===== src/design/gprd_pkg.sv =====
// shared types, codes and helpers for the gamepad report decoder
package gprd_pkg;

    // event codes on the action field
    localparam logic [1:0] ACT_REPORT     = 2'd0;
    localparam logic [1:0] ACT_CONNECT    = 2'd1;
    localparam logic [1:0] ACT_DISCONNECT = 2'd2;

    // report type bytes
    localparam logic [7:0] RID_PRO      = 8'h3D;
    localparam logic [7:0] RID_EXT      = 8'h34;
    localparam logic [7:0] RID_BUTTONS  = 8'h30;
    localparam logic [7:0] RID_STATUS   = 8'h20;
    localparam logic [7:0] RID_ACK      = 8'h22;
    localparam logic [7:0] RID_READ     = 8'h21;

    // identity word returned by the extension read
    localparam logic [31:0] IDENT_WORD = 32'hA420_0101;

    // pad actions
    localparam logic [1:0] PAD_NONE   = 2'd0;
    localparam logic [1:0] PAD_WRITE  = 2'd1;
    localparam logic [1:0] PAD_UNUSED = 2'd2;

    // controller kinds
    localparam logic [1:0] KIND_NONE  = 2'd0;
    localparam logic [1:0] KIND_PRO   = 2'd1;
    localparam logic [1:0] KIND_PLAIN = 2'd2;

    // outgoing message codes
    localparam logic [2:0] MSG_NONE         = 3'd0;
    localparam logic [2:0] MSG_LEDS         = 3'd1;
    localparam logic [2:0] MSG_STATUS_MODE  = 3'd2;
    localparam logic [2:0] MSG_STATUS_REQ   = 3'd3;
    localparam logic [2:0] MSG_INIT_WRITE   = 3'd4;
    localparam logic [2:0] MSG_UNLOCK_WRITE = 3'd5;
    localparam logic [2:0] MSG_IDENT_READ   = 3'd6;
    localparam logic [2:0] MSG_STREAM_MODE  = 3'd7;

    // result queue sizing
    localparam int RES_PTR_W = 2;
    localparam int RES_DEPTH = 1 << RES_PTR_W;

    // extension set-up phases
    typedef enum logic [2:0] {
        PH_DONE      = 3'd0,
        PH_EXT1      = 3'd1,
        PH_EXT2      = 3'd2,
        PH_CONNECT   = 3'd3,
        PH_SET_IDENT = 3'd4,
        PH_GET_IDENT = 3'd5
    } t_phase;

    // one result item
    typedef struct packed {
        logic [1:0]         pad_action;
        logic [1:0]         pad_kind;
        logic signed [13:0] stick_left_x;
        logic signed [13:0] stick_right_x;
        logic signed [13:0] stick_left_y;
        logic signed [13:0] stick_right_y;
        logic [15:0]        buttons;
        logic [7:0]         trigger_left;
        logic [7:0]         trigger_right;
        logic               trigger_valid;
        logic [2:0]         message;
        logic               last;
    } t_result;

    // decode outcome for one event
    typedef struct packed {
        logic [1:0] count;
        t_result    res0;
        t_result    res1;
        t_phase     phase;
        logic [1:0] kind;
    } t_dec;

    // result that carries only a pad action and a message
    function automatic t_result msg_res(input logic [1:0] pa, input logic [2:0] msg);
        t_result r;
        r            = '0;
        r.pad_action = pa;
        r.message    = msg;
        return r;
    endfunction

endpackage


===== src/design/gprd_decode.sv =====
// event decode: handshake steps and report field unpacking
module gprd_decode (
    input  logic [1:0]     i_action,
    input  logic [7:0]     i_report_id,
    input  logic [63:0]    i_report_head,
    input  logic [31:0]    i_report_tail,
    input  logic           i_channel_assigned,
    input  logic           i_report_mode,
    input  gprd_pkg::t_phase i_phase,
    input  logic [1:0]     i_kind,
    output gprd_pkg::t_dec o_dec
);
    import gprd_pkg::*;

    logic [7:0]  b [1:12];
    logic [4:0]  ext_ly;
    logic [31:0] ident;
    t_result     pad;

    // split report into bytes, byte 1 first
    always_comb begin
        for (int k = 1; k <= 8; k++) begin
            b[k] = i_report_head[8*(8-k) +: 8];
        end
        for (int k = 9; k <= 12; k++) begin
            b[k] = i_report_tail[8*(12-k) +: 8];
        end
    end

    assign ext_ly = {b[3][7:6], b[4][7:6], b[5][7]};
    assign ident  = {b[8], b[9], b[10], b[11]};

    // pad fields for the two axis report formats
    always_comb begin
        pad            = '0;
        pad.pad_action = PAD_WRITE;
        if (i_report_id == RID_PRO) begin
            pad.pad_kind      = KIND_PRO;
            pad.stick_left_x  = 14'({b[2], b[1]} >> 3) - 14'sd256;
            pad.stick_right_x = 14'({b[4], b[3]} >> 3) - 14'sd256;
            pad.stick_left_y  = 14'({b[6], b[5]} >> 3) - 14'sd256;
            pad.stick_right_y = 14'({b[8], b[7]} >> 3) - 14'sd256;
            pad.buttons       = ~{b[9], b[10]};
        end else begin
            pad.pad_kind      = i_kind;
            pad.stick_left_x  = 14'({b[3][5:0], 2'b00}) - 14'sd126;
            pad.stick_right_x = 14'({ext_ly, 3'b000}) - 14'sd124;
            pad.stick_left_y  = 14'({b[4][5:0], 2'b00}) - 14'sd126;
            pad.stick_right_y = 14'({b[5][4:0], 3'b000}) - 14'sd124;
            pad.buttons       = ~{b[7][7:1], 1'b0, b[8]};
            if (i_kind == KIND_PLAIN) begin
                pad.trigger_left  = {b[5][6:5], b[6][7:5], 3'b000};
                pad.trigger_right = {b[6][4:0], 3'b000};
                pad.trigger_valid = 1'b1;
            end
        end
    end

    // handshake steps and result selection
    always_comb begin
        o_dec       = '0;
        o_dec.phase = i_phase;
        o_dec.kind  = i_kind;
        case (i_action)
            ACT_CONNECT: begin
                o_dec.count = 2'd2;
                o_dec.res0  = msg_res(PAD_NONE, MSG_LEDS);
                if (!i_report_mode) begin
                    o_dec.res1  = msg_res(PAD_NONE, MSG_STATUS_MODE);
                    o_dec.phase = PH_CONNECT;
                    o_dec.kind  = KIND_NONE;
                end else begin
                    o_dec.res1  = msg_res(PAD_NONE, MSG_STREAM_MODE);
                    o_dec.phase = PH_DONE;
                    o_dec.kind  = KIND_PRO;
                end
            end
            ACT_DISCONNECT: begin
                if (i_channel_assigned) begin
                    o_dec.count = 2'd1;
                    o_dec.res0  = msg_res(PAD_UNUSED, MSG_NONE);
                end
            end
            ACT_REPORT: begin
                if (i_report_id == RID_PRO) begin
                    if (i_channel_assigned) begin
                        o_dec.count = 2'd1;
                        o_dec.res0  = pad;
                    end
                end else if (i_report_id == RID_EXT) begin
                    if (i_channel_assigned && i_kind != KIND_NONE) begin
                        o_dec.count = 2'd1;
                        o_dec.res0  = pad;
                    end
                end else if (i_report_id == RID_BUTTONS) begin
                    if (i_phase == PH_CONNECT) begin
                        o_dec.count = 2'd1;
                        o_dec.res0  = msg_res(PAD_NONE, MSG_STATUS_REQ);
                        o_dec.phase = PH_EXT1;
                    end
                end else if (i_report_id == RID_STATUS || i_report_id == RID_ACK) begin
                    if (b[3][1]) begin
                        if (i_report_id == RID_STATUS && i_phase == PH_EXT1) begin
                            o_dec.count = 2'd1;
                            o_dec.res0  = msg_res(PAD_NONE, MSG_INIT_WRITE);
                            o_dec.phase = PH_EXT2;
                        end else if (i_report_id == RID_ACK && i_phase == PH_EXT2) begin
                            o_dec.count = 2'd1;
                            o_dec.res0  = msg_res(PAD_NONE, MSG_UNLOCK_WRITE);
                            o_dec.phase = PH_SET_IDENT;
                        end else if (i_report_id == RID_ACK && i_phase == PH_SET_IDENT) begin
                            o_dec.count = 2'd1;
                            o_dec.res0  = msg_res(PAD_NONE, MSG_IDENT_READ);
                            o_dec.phase = PH_GET_IDENT;
                        end
                    end else if (!i_report_mode) begin
                        // extension gone: restart the handshake
                        o_dec.kind  = KIND_NONE;
                        o_dec.phase = PH_EXT1;
                        if (i_channel_assigned) begin
                            o_dec.count = 2'd1;
                            o_dec.res0  = msg_res(PAD_UNUSED, MSG_NONE);
                        end
                    end
                end else if (i_report_id == RID_READ) begin
                    if (i_phase == PH_GET_IDENT) begin
                        if (ident == IDENT_WORD) begin
                            o_dec.kind  = (b[6] == 8'd0) ? KIND_PLAIN : KIND_PRO;
                            o_dec.count = 2'd1;
                            o_dec.res0  = msg_res(PAD_NONE, MSG_STREAM_MODE);
                        end
                        o_dec.phase = PH_DONE;
                    end
                end
            end
            default: begin
                o_dec.count = 2'd0;
            end
        endcase
        // flag the final result of the event
        if (o_dec.count == 2'd1) begin
            o_dec.res0.last = 1'b1;
        end
        if (o_dec.count == 2'd2) begin
            o_dec.res1.last = 1'b1;
        end
    end

endmodule


===== src/design/gamepad_report_decoder_unit.sv =====
// top level of the gamepad report decoder: input stage, state and result queue
//
// Input channel i_valid/o_ready carries one link event (connect, disconnect or
// received report). Output channel o_valid/i_ready carries result items; an
// event makes zero, one or two of them, the final one flagged by o_last.
// The configuration channel i_cfg_valid/o_cfg_ready writes report_mode; it is
// always ready. It must be written only while the block is idle; the block
// itself does not enforce this. An event is registered on acceptance and
// decoded from that register; its results enter the queue when the input
// stage advances, and the first result is offered from the queue head.
// Throughput: one event per cycle while each event gives at most one result
// and the receiver takes each one; the output drains one result per cycle
// while i_ready is high, so a connect event's two results leave in turn. A
// four-entry result queue sits between the decode and the output; the input
// stage advances while the queue has room for two results, so a stalled
// receiver backs up into o_ready after the queue fills, and nothing is lost.
// Reset (synchronous, active low) empties the input stage and the queue,
// sets the set-up phase to done, the controller kind to none and report_mode
// to zero.
module gamepad_report_decoder_unit (
    input  logic               i_clk,
    input  logic               i_rst_n,
    input  logic               i_valid,
    output logic               o_ready,
    input  logic [1:0]         i_action,
    input  logic [7:0]         i_report_id,
    input  logic [63:0]        i_report_head,
    input  logic [31:0]        i_report_tail,
    input  logic               i_channel_assigned,
    output logic               o_valid,
    input  logic               i_ready,
    output logic [1:0]         o_pad_action,
    output logic [1:0]         o_pad_kind,
    output logic signed [13:0] o_stick_left_x,
    output logic signed [13:0] o_stick_right_x,
    output logic signed [13:0] o_stick_left_y,
    output logic signed [13:0] o_stick_right_y,
    output logic [15:0]        o_buttons,
    output logic [7:0]         o_trigger_left,
    output logic [7:0]         o_trigger_right,
    output logic               o_trigger_valid,
    output logic [2:0]         o_message,
    output logic               o_last,
    input  logic               i_cfg_valid,
    output logic               o_cfg_ready,
    input  logic               i_cfg_report_mode
);
    import gprd_pkg::*;

    logic                 r_in_valid;
    logic [1:0]           r_action;
    logic [7:0]           r_report_id;
    logic [63:0]          r_report_head;
    logic [31:0]          r_report_tail;
    logic                 r_channel_assigned;
    logic                 r_report_mode;
    t_phase               r_phase;
    logic [1:0]           r_kind;
    t_result              r_queue [RES_DEPTH];
    logic [RES_PTR_W-1:0] r_wr_ptr;
    logic [RES_PTR_W-1:0] r_rd_ptr;
    logic [RES_PTR_W:0]   r_count;
    logic [RES_PTR_W:0]   n_count;
    logic                 room;
    logic                 advance;
    logic                 pop;
    logic [1:0]           push_n;
    t_dec                 dec;
    t_result              head;

    assign o_cfg_ready = 1'b1;

    // room for the largest event in the queue
    assign room    = r_count <= (RES_PTR_W + 1)'(RES_DEPTH - 2);
    assign advance = r_in_valid && room;
    assign o_ready = !r_in_valid || room;
    assign pop     = o_valid && i_ready;
    assign push_n  = advance ? dec.count : 2'd0;

    // input register
    always_ff @(posedge i_clk) begin
        if (!i_rst_n) begin
            r_in_valid <= 1'b0;
        end else if (o_ready) begin
            r_in_valid <= i_valid;
        end
        if (o_ready && i_valid) begin
            r_action           <= i_action;
            r_report_id        <= i_report_id;
            r_report_head      <= i_report_head;
            r_report_tail      <= i_report_tail;
            r_channel_assigned <= i_channel_assigned;
        end
    end

    // configuration register
    always_ff @(posedge i_clk) begin
        if (!i_rst_n) begin
            r_report_mode <= 1'b0;
        end else if (i_cfg_valid && o_cfg_ready) begin
            r_report_mode <= i_cfg_report_mode;
        end
    end

    gprd_decode u_decode (
        .i_action           (r_action),
        .i_report_id        (r_report_id),
        .i_report_head      (r_report_head),
        .i_report_tail      (r_report_tail),
        .i_channel_assigned (r_channel_assigned),
        .i_report_mode      (r_report_mode),
        .i_phase            (r_phase),
        .i_kind             (r_kind),
        .o_dec              (dec)
    );

    // link state updates as each event leaves the input stage
    always_ff @(posedge i_clk) begin
        if (!i_rst_n) begin
            r_phase <= PH_DONE;
            r_kind  <= KIND_NONE;
        end else if (advance) begin
            r_phase <= dec.phase;
            r_kind  <= dec.kind;
        end
    end

    // result queue storage
    always_ff @(posedge i_clk) begin
        if (push_n != 2'd0) begin
            r_queue[r_wr_ptr] <= dec.res0;
        end
        if (push_n == 2'd2) begin
            r_queue[r_wr_ptr + RES_PTR_W'(1)] <= dec.res1;
        end
    end

    // queue pointers and fill count
    always_comb begin
        n_count = r_count + (RES_PTR_W + 1)'(push_n) - (RES_PTR_W + 1)'(pop);
    end

    always_ff @(posedge i_clk) begin
        if (!i_rst_n) begin
            r_wr_ptr <= '0;
            r_rd_ptr <= '0;
            r_count  <= '0;
        end else begin
            r_wr_ptr <= r_wr_ptr + RES_PTR_W'(push_n);
            r_rd_ptr <= r_rd_ptr + RES_PTR_W'(pop);
            r_count  <= n_count;
        end
    end

    // output side
    assign o_valid         = r_count != '0;
    assign head            = r_queue[r_rd_ptr];
    assign o_pad_action    = head.pad_action;
    assign o_pad_kind      = head.pad_kind;
    assign o_stick_left_x  = head.stick_left_x;
    assign o_stick_right_x = head.stick_right_x;
    assign o_stick_left_y  = head.stick_left_y;
    assign o_stick_right_y = head.stick_right_y;
    assign o_buttons       = head.buttons;
    assign o_trigger_left  = head.trigger_left;
    assign o_trigger_right = head.trigger_right;
    assign o_trigger_valid = head.trigger_valid;
    assign o_message       = head.message;
    assign o_last          = head.last;

endmodule


===== config.mk =====
export PLATFORM = sky130hd
export DESIGN_NAME = gamepad_report_decoder_unit
export DESIGN_NICKNAME = d
export VERILOG_FILES = /design/src/design/gprd_pkg.sv /design/src/design/gprd_decode.sv /design/src/design/gamepad_report_decoder_unit.sv
export SDC_FILE = /design/constraint.sdc
export NUM_CORES = 1
export LEC_CHECK = 0
export ABC_AREA = 1
export BUFFER_PORTS_ARGS = -buffer_cell sky130_fd_sc_hd__buf_4
export CORE_UTILIZATION = 40
export DETAILED_ROUTE_END_ITERATION = 10
export PLACE_DENSITY = 0.69
export SYNTH_ARGS = -nofsm -noshare
export SYNTH_HDL_FRONTEND = slang
export SYNTH_SLANG_ARGS = --single-unit

===== constraint.sdc =====
create_clock -name i_clk -period 7.45 [get_ports i_clk]
set_clock_uncertainty 0.15 [all_clocks]
set_input_delay 0.3725 -clock i_clk [delete_from_list [all_inputs] [get_ports i_clk]]
set_output_delay 0.3725 -clock i_clk [all_outputs]
set_load 0.01 [all_outputs]

Yosys cells after proc, flatten, opt, wreduce, memory -nomap -nowiden
Memory sizes are Yosys's and may differ from the RTL's. A register that Yosys moved wholly into a read port is not among the register bits.
Index checks and enable logic that the tools add are counted.
{"block": "word_totals", "register_bits": 121, "ram_bits": 388, "output_inout_bits": 100, "word_cells": 126, "mem_count": 1}
{"block": "classes", "addsub": 13, "order_cmp": 1, "eq_ne": 31, "muxes": 48, "n_bitwise": 2, "n_reduce_logical": 18}
{"memory": "r_queue", "words": 4, "width": 97, "rd": 1, "rd_clocked_by_memory_dff": 1, "write_ports": 2, "line": "gamepad_report_decoder_unit.sv:59", "text": "t_result r_queue [RES_DEPTH];"}
{"operator": "99-bit two-way mux", "n": 8}
{"operator": "98-bit two-way mux", "n": 8}
{"operator": "97-bit one-hot mux with 3 select lines", "n": 1}
{"operator": "97-bit two-way mux", "n": 1}
{"operator": "74-bit two-way mux", "n": 1}
{"operator": "13-bit by 9-bit subtractor with 14-bit output (second input constant)", "n": 4}
{"operator": "8-bit by 6-bit equality test with 1-bit output (second input constant)", "n": 6}
{"operator": "8-bit by 7-bit subtractor with 9-bit output (second input constant)", "n": 4}
{"operator": "17-bit two-way mux", "n": 2}
{"operator": "32-bit equality test (second input constant)", "n": 1}
{"operator": "16-bit NOT", "n": 2}
{"operator": "5-bit two-way mux", "n": 6}
{"operator": "3-bit two-way mux", "n": 6}
{"operator": "2-bit two-way mux", "n": 6}
{"operator": "5-bit one-hot mux with 2 select lines", "n": 1}
{"operator": "10-bit AND reduction", "n": 1}
{"operator": "9-bit two-way mux", "n": 1}
{"operator": "3-bit by 1-bit inequality test with 1-bit output (second input constant)", "n": 3}
{"operator": "3-bit inequality test (second input constant)", "n": 3}
{"operator": "9-bit AND reduction", "n": 1}
{"operator": "2-bit equality test (second input constant)", "n": 4}
{"operator": "8-bit logical NOT", "n": 1}
{"operator": "4-bit by 1-bit inequality test with 1-bit output (second input constant)", "n": 2}
{"operator": "1-bit logical AND", "n": 7}
{"operator": "other kinds (20)", "n": 33}

Logic depth before layout (Yosys ltp)
Gate-level depths: netlist (run 1).
{"block": "logic_depth", "ltp_word": 15, "ltp_mapped": 21}

Hierarchy
Synthesis (run 1) repeated with hierarchy kept, for this count alone.
{"block": "unflattened", "cells_unflattened": 3037, "hier_area_um2": 26754.4}
{"mod": "gamepad_report_decoder_unit", "instances": 1, "cells_per_inst": 2437, "area_each_um2": 23635.2, "seq_area_each_um2": 15144.5}
{"mod": "gprd_decode", "instances": 1, "cells_per_inst": 600, "area_each_um2": 3119.2, "seq_area_each_um2": 0.0}

Worst setup path before layout (run 1)
OpenSTA, ideal clock, no wires.
{"block": "synth_timing", "kind": "flip-flop to flip-flop", "startpoint": "register r_count[1]", "endpoint": "register r_action[0], enable pin", "t_arrival_ps": 4506, "required_time_ps": 6750, "slack_ps": 2244, "stages_incl_launch_ff": 4, "path_buffers": 0, "path_cell_list": "dfxtp_1 a21oi_1 nor2_1 nor2_1"}
{"block": "synth_between", "elab_chain_cells": 3}
{"element": "start, declared", "line": "gamepad_report_decoder_unit.sv:62", "text": "logic [RES_PTR_W:0] r_count;"}
{"element": "start signal, assigned", "line": "gamepad_report_decoder_unit.sv:151", "text": "r_count <= n_count;"}
{"element": "3-bit by 2-bit less-or-equal comparator with 1-bit output", "line": "gamepad_report_decoder_unit.sv:74", "text": "assign room = r_count <= (RES_PTR_W + 1)'(RES_DEPTH - 2);"}
{"element": "1-bit logical OR", "line": "gamepad_report_decoder_unit.sv:76", "text": "assign o_ready = !r_in_valid || room;"}
{"element": "1-bit logical AND", "line": "gamepad_report_decoder_unit.sv:87", "text": "if (o_ready && i_valid) begin"}
{"element": "end signal, assigned", "line": "gamepad_report_decoder_unit.sv:88", "text": "r_action <= i_action;"}
{"element": "end, declared", "line": "gamepad_report_decoder_unit.sv:51", "text": "logic [1:0] r_action;"}
No other way between the ends.
A chain may end at the register's enable or synchronous reset.

==> results of run 1 <==
sequential cells by signal, indices dropped and copies added (netlist names):
register            cells
r_action                2
r_report_mode           1
r_report_tail          24
r_report_id             8
r_rd_ptr                2
r_wr_ptr                2
r_in_valid              1
r_queue               364
r_count                 3
r_kind                  2
r_report_head          60
r_phase                 3
r_channel_assigned      1
placed cells by master, fill, tap and decap left out, types with 10 or more instances in the layout:
cell type and n:
edfxtp_1 111, clkbuf_16 54, nand3_1 377, dfxtp_1 360, a21oi_1 374, o22ai_1 103
dlygate4sd3_1 99, nand2_1 518, buf_4 215, clkbuf_8 10, nor2_1 587, o21ai_0 214
clkbuf_1 10, clkinv_2 11, inv_1 122
metal layers:
layer / vias to the layer above / track usage [%]
met5: - / 0
met3: 131 / 3.04
met1: 10157 / 33.8
met2: 931 / 40.9
li1: 10724 / -
met4: 2 / 9.32
path summary, 6_finish.rpt:
kind,end
hold / removal,r_rd_ptr[0]
setup / recovery,r_queue[3][35]
setup reg to reg,r_queue[3][35]
hold reg to reg,r_queue[1][55]
worst max-delay path, cell delays in order, from the launching register on:
cell and delay (ps):
edfxtp_1 490, nor2_4 610, nand2_4 480, nand2_4 240, nand2_4 100, inv_4 220
nor2_4 60, nand2_4 120, nand2_4 90, nand2_8 610, buf_4 980, nand3_1 140
nand2_1 120, nor2_1 50
repair_timing:
item,4_1_cts,5_1_grt
endpoints found under the hold margin,102,0
hold buffers,99,0
endpoints found under the setup margin,0,0
per-stage QoR:
step           instances  util, %  hold slack, ps
6_report            4044     48.5             283
5_1_grt             4044     48.5             302
4_1_cts             4044     48.5             266
3_5_place_dp        3848     43.5             311
3_3_place_gp        3848     43.5             304
2_1_floorplan       3150        -             296
final cells by class:
type	count	area share, %
Tap cell	748	3.48
Clock buffer	75	5.69
Clock inverter	22	0.818
Sequential cell	473	39.3
Inverter	136	1.95
Timing Repair Buffer	317	9.90
Multi-Input combinational cell	2273	38.8
where the power goes:
| group | internal [mW] | switching, mW |
|---|---|---|
| logic | 1.28 | 1.86 |
| clock network | 1.54 | 1.11 |
| registers | 3.24 | 0.364 |
| total | 6.06 | 3.34 |
kinds of logic after synthesis:
logic type | count (synthesis) | synth area share [%]
XOR/XNOR | 6 | 0.232
adder cells (fa/ha/maj) | 10 | 0.585
buffers and inverters | 404 | 7.64
flip-flops | 473 | 46.7
AO/OA/AOI/OAI | 720 | 16.8
AND/OR/NAND/NOR | 1530 | 28.1
other | 2 | 0.0331
==> impl_metrics.py, run 1 <==
metrics = {
    "pwr": {
        "power_mw": 9.40,
        "p_leak_nw": 12.6,
        "max-vdd-ir-drop_v": 0.000244,
        "powerDensity_mw_per_mm2": 349,
    },
    "sta": {
        "slew_headroom_pct": 22.2,
        "finalHoldViolations": 0,
        "final.setup.worst_slack_ps": 2710,
        "setup_tns_ps": 0,
        "rsz0062_at_grt": "no",
        "drv_slew": 0,
        "max_freq_mhz": 211,
        "finalSetupViolCount": 0,
        "fin_crit_sh_pct": 63.6,
        "period_minus_slack_ps": 4740,
        "worst_slew_pin_slew_ps": 1170,
    },
    "clock_tree": {
        "post_cts_resized": 0,
        "cts_buffer_depth": 3,
        "cts_setup_buffers": 0,
        "clock_latency_ps": 620,
        "h-tree-depth": 2,
        "clk_pin_slew_ps": 60,
        "cts_buffers": 52,
        "clkSinkCount": 473,
        "clockRootBuffer": "clkbuf_16",
        "cts_tree": "done",
    },
    "synth": {
        "yosys.area.top_type": "dfxtp_1",
        "ys_seq_area_share_pct": 46.7,
        "async_reset_ff_share_pct": 0,
        "postSynthAreaPerCell_um2": 7.21,
        "ys_types": 49,
        "yosysTopAreaCellShare_pct": 32.0,
        "synthCells": 3145,
        "ys_ff_latch": 473,
        "synth.area.top_cells": "dfxtp_1, edfxtp_1, nor2_1",
        "ys.flop_type": "dfxtp_1",
        "synth_commonest_cells": "nor2_1, nand2_1, nand3_1",
        "netlist_area_mm2": 0.0227,
        "ys_warn_count": 0,
        "synth-edff-count": 111,
        "synth.most_common_cell": "nor2_1",
    },
    "setup_path": {
        "crit_required_ps": 7810,
        "r2r_start": "r_action[0]",
        "critPathKind": "register to register",
        "rr_worst_depth": 13,
        "worstPathArrival_ps": 5100,
        "r2r_setup_slack_ps": 2710,
        "cp-startpoint": "r_action[0]",
        "worstPathMaxFanout": 151,
        "end_kind": "register",
        "startpoint_type": "register",
    },
    "detailed_routing": {
        "drc": 0,
        "final_antenna_net_count": 0,
        "dr.pass1.iters": 6,
        "met1_length_um": 31400,
        "wl_um": 73700,
        "wl_met3_um": 5730,
        "drtIter0Drc": 2111,
        "top_layer_used": "met5",
        "vias": 21945,
        "wl_per_cell_um": 18.2,
        "viasPerCell": 5.43,
        "wl_met2_um": 34300,
    },
    "floorplanning": {
        "rows": 86,
        "die_x_um": 240,
        "die_height_um": 240,
        "design.die.area_mm2": 0.0576,
        "num_io_pins": 213,
        "start_util_pct": 40.8,
        "core_mm2": 0.0555,
    },
    "cells_and_area": {
        "final_nets": 3376,
        "area_delta_synth_final_pct": 18.7,
        "stdcell_area_mm2": 0.0269,
        "fillers": 5538,
        "drive_gt1_share_pct": 10.6,
        "seq_area_mm2": 0.0106,
        "num_antenna_cells": 0,
        "multi_input_area_mm2": 0.0105,
    },
    "global_route": {
        "track_usage_pct": 25.0,
        "grt_max_degree": 240,
        "grt_first_pass_wirelength_um": 113000,
        "antenna_found_initial": 1,
        "overflow": 0,
        "grt_pass1_vias": 19780,
    },
    "place": {
        "detailed_place_hpwl_um": 40600,
        "place_ws_ps": 2850,
        "dpl_cell_area_mm2": 0.0242,
        "port_buffers": 193,
        "gp_congestion": 0.879,
    },
    "hold_path": {
        "holdPathStages": 5,
        "holdCritPathClass": "primary input to register",
        "min-delay-start": "i_ready",
    },
    "status": {
        "status": "finished clean",
    },
    "job": {
        "cap_violations": 0,
    },
}
Power figures use the tool's default switching activity.
==> run 2, diff against run 1 <==
--- a/config.mk
+++ b/config.mk
@@ -9,7 +9,7 @@
 export BUFFER_PORTS_ARGS = -buffer_cell sky130_fd_sc_hd__buf_4
 export CORE_UTILIZATION = 40
 export DETAILED_ROUTE_END_ITERATION = 10
-export PLACE_DENSITY = 0.69
+export PLACE_DENSITY = 0.71
 export SYNTH_ARGS = -nofsm -noshare
 export SYNTH_HDL_FRONTEND = slang
 export SYNTH_SLANG_ARGS = --single-unit
==> constraint.sdc (replaced) <==
create_clock -name i_clk -period 4.3 [get_ports i_clk]
set_clock_uncertainty 0.15 [all_clocks]
set_input_delay 0.215 -clock i_clk [delete_from_list [all_inputs] [get_ports i_clk]]
set_output_delay 0.215 -clock i_clk [all_outputs]
set_load 0.01 [all_outputs]
==> run 2 against run 1 <==
Core utilization up 0.36 points. Power is 74% higher. Register-to-register slack got worse by 1700 ps. Sequential power rose by 71%. Worst hold slack got worse by 150 ps.
==> impl_metrics.py, run 2 (synthesis gave the netlist of run 1 again) <==
metrics = {
    "status": {
        "status": "finished clean",
    },
    "global_route": {
        "antenna_found_initial": 0,
        "grt_pass1_vias": 19830,
        "grt_first_pass_wirelength_um": 113000,
        "grt_max_degree": 175,
        "track_usage_pct": 25.0,
        "overflow": 0,
    },
    "setup_path": {
        "end_kind": "register",
        "critPathTopFamily": "simple AND/OR/NAND/NOR gates",
        "worstPathArrival_ps": 3650,
        "path_buf_inv": 4,
        "critPathKind": "register to register",
        "cpPeakStageDelay_ps": 470,
        "path_cells": "inv_1, nand2_1, nor2_1, nand2_1, nor2_1, nand3_1, nand2_1, nand3_1, nand2_1, nand2_1, nand2_4, nand2_4, ha_1, inv_1, ha_1, inv_1, fa_1, xor2_1, inv_1, nor2_1",
        "critical_path.most_common_cell": "nand2_1",
        "startpoint_type": "register",
        "worstPathMaxFanout": 5,
        "crit_required_ps": 4630,
        "cpMaxStageDelayCell": "edfxtp_1",
    },
    "detailed_routing": {
        "viasPerCell": 5.44,
        "drtIter0Drc": 2159,
        "dr.pass1.iters": 6,
        "drc": 0,
        "final_antenna_net_count": 0,
        "vias": 22056,
        "wl_um": 73700,
        "wl_per_cell_um": 18.2,
    },
    "sta": {
        "drv_slew": 0,
        "slew_headroom_pct": 28.4,
        "setup_tns_ps": 0,
        "finalSetupViolCount": 0,
        "rsz0062_at_grt": "no",
        "worst_slew_pin_slew_ps": 1070,
        "period_minus_slack_ps": 3320,
        "finalHoldViolations": 0,
        "fin_crit_sh_pct": 77.3,
        "max_freq_mhz": 301,
    },
    "job": {
        "cap_violations": 0,
    },
    "floorplanning": {
        "start_util_pct": 40.8,
        "rows": 86,
        "die_height_um": 240,
        "num_io_pins": 213,
        "core_mm2": 0.0555,
        "die_x_um": 240,
        "design.die.area_mm2": 0.0576,
    },
    "cells_and_area": {
        "largestRegisters": "r_queue x364, r_report_head x60, r_report_tail x24",
        "largest_register_ff_count": 364,
        "fin_cells": 4057,
        "mostFrequentLayoutCells": "nor2_1, nand2_1, nand3_1",
        "top_register": "r_queue",
        "area_delta_synth_final_pct": 19.6,
        "drive_gt1_share_pct": 11.0,
        "final_nets": 3390,
        "mostFrequentLayoutCell": "nor2_1",
        "num_antenna_cells": 0,
    },
    "clock_tree": {
        "clock_latency_ps": 600,
        "clkSinkCount": 473,
        "cts_setup_buffers": 0,
        "clockRootBuffer": "clkbuf_16",
        "h-tree-depth": 2,
        "clk_pin_slew_ps": 60,
        "cts_buffers": 50,
        "cts_buffer_depth": 3,
        "cts_tree": "done",
    },
    "pwr": {
        "p_leak_nw": 12.7,
        "max-vdd-ir-drop_v": 0.000562,
        "powerDensity_mw_per_mm2": 603,
    },
    "place": {
        "detailed_place_hpwl_um": 41600,
        "dp.cells": 3863,
        "port_buffers": 193,
        "gp_congestion": 0.858,
    },
    "hold_path": {
        "holdCritPathClass": "primary input to register",
    },
}
run 2: changes by cell type in the layout (fill, tap and decap cells not counted), sizes merged:
cell and change:
buf +15, clkinv -8, clkinvlp +8, clkbuf -5
bufinv +2, dlygate4sd3 +1
run 2: path summary, 6_finish.rpt:
path         cells after the start               from             end  slack (ps)
max                             20  r_report_tail[19]      r_count[2]         980
min                              5            i_ready     r_rd_ptr[0]         140
max reg2reg                     20  r_report_tail[19]      r_count[2]         980
min reg2reg                      2     r_queue[2][89]  r_queue[2][89]         320
run 2: metrics by stage:
step	power [mW]	setup WS [ps]	utilization [%]	area (µm²)	hold WS (ps)
2_1_floorplan	9.33	704	-	22700	158
3_3_place_gp	11.7	1020	43.9	24400	244
3_5_place_dp	11.8	954	43.9	24400	244
4_1_cts	16.4	946	48.8	27100	130
5_1_grt	17.3	779	48.8	27100	162
6_report	16.4	975	48.8	27100	137
run 2: where the power goes:
group          internal, mW  switching, mW
registers              5.62          0.544
clock network          2.67           1.86
logic                  2.26           3.40
run 2: routing by layer:
layer,vias up,global-route usage [%],share of wire [%]
met5,-,0,0
li1,10740,-,-
met1,10233,34.0,42
met2,940,40.1,46
met4,0,9.71,3.3
met3,143,3.26,8.3
run 2: what timing repair did:
action                                  in CTS  in global routing
resized for setup                            0                  0
endpoints found under the setup margin       0                  0
hold buffers                               100                  0
hold endpoints to repair                   109                  0
run 2: worst reg2reg max path: stages (launching register included):
cell      delay, ps
edfxtp_1        470
inv_1            80
nand2_1          40
nor2_1          150
nand2_1          90
nor2_1          200
nand3_1         270
nand2_1         120
nand3_1          90
nand2_1          70
nand2_1          80
nand2_4         110
nand2_4          80
ha_1            280
inv_1            60
ha_1            130
inv_1            60
fa_1            440
xor2_1          170
inv_1            60
nor2_1           30
run 2: final cells by class:
cell class              instances  area, µm²
inverters                     136        524
flip-flops and latches        473      10600
well taps                     748        936
clock inverters                24        272
multi-input cells            2273      10500
fillers                      5522      28400
repair buffers                333       2890
clock buffers                  70       1460
